### src/sv/odpf_pkg.sv
package odpf_pkg;

  localparam int DEF_PAGES = 8;
  localparam int DEF_WIDTH = 128;
  localparam int DEF_CHUNK_BYTES = 64;

  localparam logic [7:0] ERR_LIMIT_RESET = 8'd16;
  localparam logic [7:0] ERR_COUNT_MAX = 8'd255;

  localparam logic [7:0] CMD_COL_ADDR = 8'h21;
  localparam logic [7:0] CMD_PAGE_ADDR = 8'h22;

  localparam logic [1:0] OP_LINE = 2'd0;
  localparam logic [1:0] OP_WINDOW = 2'd1;
  localparam logic [1:0] OP_DATA = 2'd2;
  localparam logic [1:0] OP_OUTCOME = 2'd3;

  localparam logic [1:0] K_LINE = 2'd0;
  localparam logic [1:0] K_WINDOW = 2'd1;
  localparam logic [1:0] K_DATA = 2'd2;
  localparam logic [1:0] K_OUTCOME = 2'd3;

  typedef struct packed {
    logic [1:0] kind;
    logic [2:0] page;
    logic [6:0] column;
    logic       store;
    logic [7:0] pixel;
    logic       line_last;
    logic       transfer_ok;
  } cmd_t;

endpackage

### src/sv/odpf_queue.sv
module odpf_queue (
  input  logic           clk,
  input  logic           rst,
  input  logic           push_valid,
  output logic           push_ready,
  input  odpf_pkg::cmd_t push_cmd,
  output logic           pop_valid,
  input  logic           pop_ready,
  output odpf_pkg::cmd_t pop_cmd
);
  import odpf_pkg::*;

  cmd_t       entry [2];
  logic       wptr;
  logic       rptr;
  logic [1:0] count;
  logic       push;
  logic       pop;

  assign push_ready = count != 2'd2;
  assign pop_valid = count != 2'd0;
  assign pop_cmd = entry[rptr];
  assign push = push_valid && push_ready;
  assign pop = pop_valid && pop_ready;

  always_ff @(posedge clk) begin
    if (push) begin
      entry[wptr] <= push_cmd;
    end
  end

  always_ff @(posedge clk) begin
    if (rst) begin
      wptr <= 1'b0;
      rptr <= 1'b0;
      count <= 2'd0;
    end else begin
      if (push) begin
        wptr <= !wptr;
      end
      if (pop) begin
        rptr <= !rptr;
      end
      if (push && !pop) begin
        count <= count + 2'd1;
      end else if (pop && !push) begin
        count <= count - 2'd1;
      end
    end
  end

endmodule

### config.mk
export PLATFORM = sky130hd
export DESIGN_NAME = odpf_queue
export DESIGN_NICKNAME = d
export VERILOG_FILES = /design/src/sv/odpf_pkg.sv /design/src/sv/odpf_queue.sv
export SDC_FILE = /design/constraint.sdc
export NUM_CORES = 1
export LEC_CHECK = 0
export BUFFER_PORTS_ARGS = -buffer_cell sky130_fd_sc_hd__buf_4
export CORE_MARGIN = 10
export CORE_UTILIZATION = 34
export CTS_BUF_LIST = sky130_fd_sc_hd__clkbuf_8
export CTS_CLUSTER_SIZE = 8
export DETAILED_ROUTE_END_ITERATION = 8
export PLACE_DENSITY_LB_ADDON = 0.12
export SYNTH_ARGS = -nofsm -noshare
export SYNTH_HDL_FRONTEND = slang
export SYNTH_SLANG_ARGS = --single-unit
### constraint.sdc
create_clock -name clk -period 3.36 [get_ports clk]
set_input_delay 0 -clock clk [delete_from_list [all_inputs] [get_ports clk]]
set_output_delay 0 -clock clk [all_outputs]
set_load 0.03 [all_outputs]
==> results.json <==
{
  "outcome": "complete, no violations",
  "met1Wirelength_mm": 1.328,
  "placement.io_buffers": 51,
  "synthesis.instances": 95,
  "initial_antenna_violation_count": 0,
  "drt_iter0_drc": 19,
  "synth_sequential_area_ratio_pct": 79.09,
  "ys_ff_latch": 51,
  "relSlewSlack_pct": 30.59,
  "tritoncts.num_buffers": 5,
  "clk_root_buffer_cell": "sky130_fd_sc_hd__clkbuf_8",
  "grt_pass1_vias": 1244,
  "worstSkewPairLatency_ns": 0.29,
  "register_area_um2": 1481,
  "ordered_list_of_cells_on_the_worst_path": "mux2_2 > buf_4",
  "pin_count_of_the_biggest_net_entering_global_routing": 24,
  "clkTransAtPathRegs_ns": 0.09,
  "worstPathArrival_ns": 1.91,
  "drv_slew": 0,
  "fp-row-count": 26,
  "powerDensity_nw_per_um2": 736.5,
  "cts_repair_resizes": 0,
  "clockBufferDepth": 2,
  "dr_total_vias": 1074,
  "floorplan.io_pins": 52,
  "dpl-instance-area_um2": 2333,
  "globalRouteTotalUtil_pct": 8.519,
  "timing.final.hold_violations": 0,
  "period_share_pct": 56.71,
  "hold-worst-slack_ns": 0.01164,
  "dr.max_layer_used": "met4",
  "initial_core_util_pct": 35.76,
  "detail_route.wl_per_cell_um": 14.98,
  "grt_first_pass_wirelength_mm": 5.837,
  "finish.net_count": 203,
  "core-area_um2": 5238,
  "design_area_um2": 2706,
  "hold_wc_path_type": "in2reg",
  "fp.dieW_um": 94.22,
  "wl_met2_mm": 2.108,
  "cts_tree": "built",
  "dr.pass1.iters": 4,
  "synth.net_count": 123,
  "synthesis.area_um2": 1873,
  "residual_drc": 0,
  "post_route_cells_drive_above_1_share_pct": 47.16,
  "synthesis.area_per_instance_um2": 19.72,
  "vias_per_cell": 4.366,
  "cap_violations": 0,
  "multi_input_comb_area_um2": 377.9,
  "clock_sinks": 51,
  "totalWireLength_mm": 3.686,
  "setup_tns_ns": 0,
  "peakVddDrop_mv": 0.4045,
  "route.antenna.remaining_nets": 0,
  "die_h_um": 94.22,
  "diodes": 0,
  "floorplan.die_area_um2": 8877,
  "n_fill_cell": 449,
  "yosysWarningCount": 0,
  "cp-start-kind": "flip-flop",
  "timing_worst_setup_path_type": "reg2out",
  "synth.lib_cells_used.distinct": 17,
  "cpMaxStageDelayCell": "sky130_fd_sc_hd__dfxtp_1",
  "finClkSkew_ns": 0.005580,
  "timing.critical_path.slowest_cell_delay_ns": 1.00,
  "grt_setup_unrepaired": "no",
  "detailroute.wirelength.met3_um": 216,
  "place.detailed.hpwl_mm": 2.601,
  "setup_viol_count_final": 0,
  "critPathCaptureType": "primary output",
  "critical_path.max_fanout": 23,
  "fin_total_pwr_mw": 1.993,
  "worst-endpoint-required_ns": 3.36,
  "p_leak_nw": 1.031,
  "min_tclk_post_route_ns": 1.906,
  "overflow": 0,
  "fmax_mhz": 524.8,
  "finalWeightedCongestion": 0.6290,
  "synthesis_to_finish_area_growth_pct": 44.49,
  "clock_tree.htree_level_count": 2,
  "tightestPinTransition_ns": 1.041
}
==> cell families after synthesis <==
logic type / Yosys count / share of synthesized area (%)
buffers and inverters: 3 / 0.7346
flip-flops: 51 / 79.09
AO/OA/AOI/OAI: 5 / 1.603
AND/OR/NAND/NOR: 9 / 2.673
XOR/XNOR: 3 / 1.403
adder cells (fa/ha/maj): 1 / 0.6679
multiplexers: 23 / 13.83
==> stage by stage <==
stage / cells / setup slack [ns] / utilization [%]
2_1_floorplan: 95 / 1.537 / -
3_3_place_gp: 214 / 1.498 / 44.55
3_5_place_dp: 214 / 1.434 / 44.55
4_1_cts: 246 / 1.360 / 51.67
5_1_grt: 246 / 1.290 / 51.67
6_report: 246 / 1.454 / 51.67
==> repair_timing <==
action / 4_1_cts / 5_1_grt
endpoints found under the hold margin: 51 / 0
hold buffers: 24 / 0
buffers inserted: 0 / 0
==> flip-flops by register name, indices dropped and copies added, names as in the netlist, named ones only <==
| register | count |
|---|---|
| wptr | 1 |
| rptr | 1 |
| count | 2 |
| entry | 46 |
==> worst max-delay path, delay by kind of cell (launching register included) <==
| family | cells | cell delay [ns] |
|---|---|---|
| flops | 1 | 1.00 |
| buf+inv | 1 | 0.17 |
| mux | 1 | 0.43 |
==> layer usage <==
metal  up-vias  track usage [%]
met1       520            8.477
met5         -                0
met3         5            3.437
met4         0            2.658
met2        28            15.68
li1        521                -
==> where the power goes <==
group	total, mW	switching [mW]	internal (mW)	leakage [nW]
sequential	0.861	0.0637	0.797	0.471
clock	0.479	0.184	0.294	0.0695
combinational	0.654	0.366	0.288	0.490
==> synthesized netlist by cell type (all sizes together) <==
cell type  number  area share (%)
a21bo           1            0.53
xor2            3             1.4
o21ai           2            0.53
nor2            3            0.60
buf             2            0.53
mux2           23              14
dfxtp           5             5.3
edfxtp         46              74
a21oi           2            0.53
nand3b          1            0.40
and2            1            0.33
inv             1            0.20
or2             1            0.33
and3            1            0.33
nand2b          1            0.33
ha              1            0.67
or3             1            0.33
==> final timing paths <==
check / to / start / slack (ns) / cells past startpoint
setup reg to reg: entry[1][17]$_DFFE_PP_ / count[0]$_SDFFE_PP0P_ / 1.48 / 2
hold / removal: wptr$_SDFFE_PP0P_ / push_valid / 0.01 / 3
hold reg to reg: rptr$_SDFFE_PP0P_ / rptr$_SDFFE_PP0P_ / 0.51 / 2
setup / recovery: pop_cmd[20] / flip-flop / 1.45 / 2
==> layout by cell type (no fill, tap or decap) <==
cell type                        n
sky130_fd_sc_hd__edfxtp_1       46
sky130_fd_sc_hd__o21ai_0         2
sky130_fd_sc_hd__ha_1            1
sky130_fd_sc_hd__xor2_1          3
sky130_fd_sc_hd__dlygate4sd3_1  24
sky130_fd_sc_hd__inv_1           2
sky130_fd_sc_hd__bufinv_16       2
sky130_fd_sc_hd__a21bo_2         1
sky130_fd_sc_hd__buf_4          51
sky130_fd_sc_hd__dfxtp_1         5
sky130_fd_sc_hd__nor2_1          3
sky130_fd_sc_hd__and2_1          1
sky130_fd_sc_hd__nand3b_1        1
sky130_fd_sc_hd__or2_2           1
sky130_fd_sc_hd__a21oi_1         2
sky130_fd_sc_hd__mux2_2         23
sky130_fd_sc_hd__clkbuf_8        5
sky130_fd_sc_hd__and3_1          1
sky130_fd_sc_hd__or3_1           1
sky130_fd_sc_hd__nand2b_1        1
==> final cells by class <==
type,instances,area share (%)
repair buffers,75,23.02
flip-flops and latches,51,54.74
clock inverters,3,2.358
well taps,70,3.236
multi-input cells,41,13.96
clock buffers,5,2.543
inverters,1,0.1387
(Power assumes the default switching activity.)
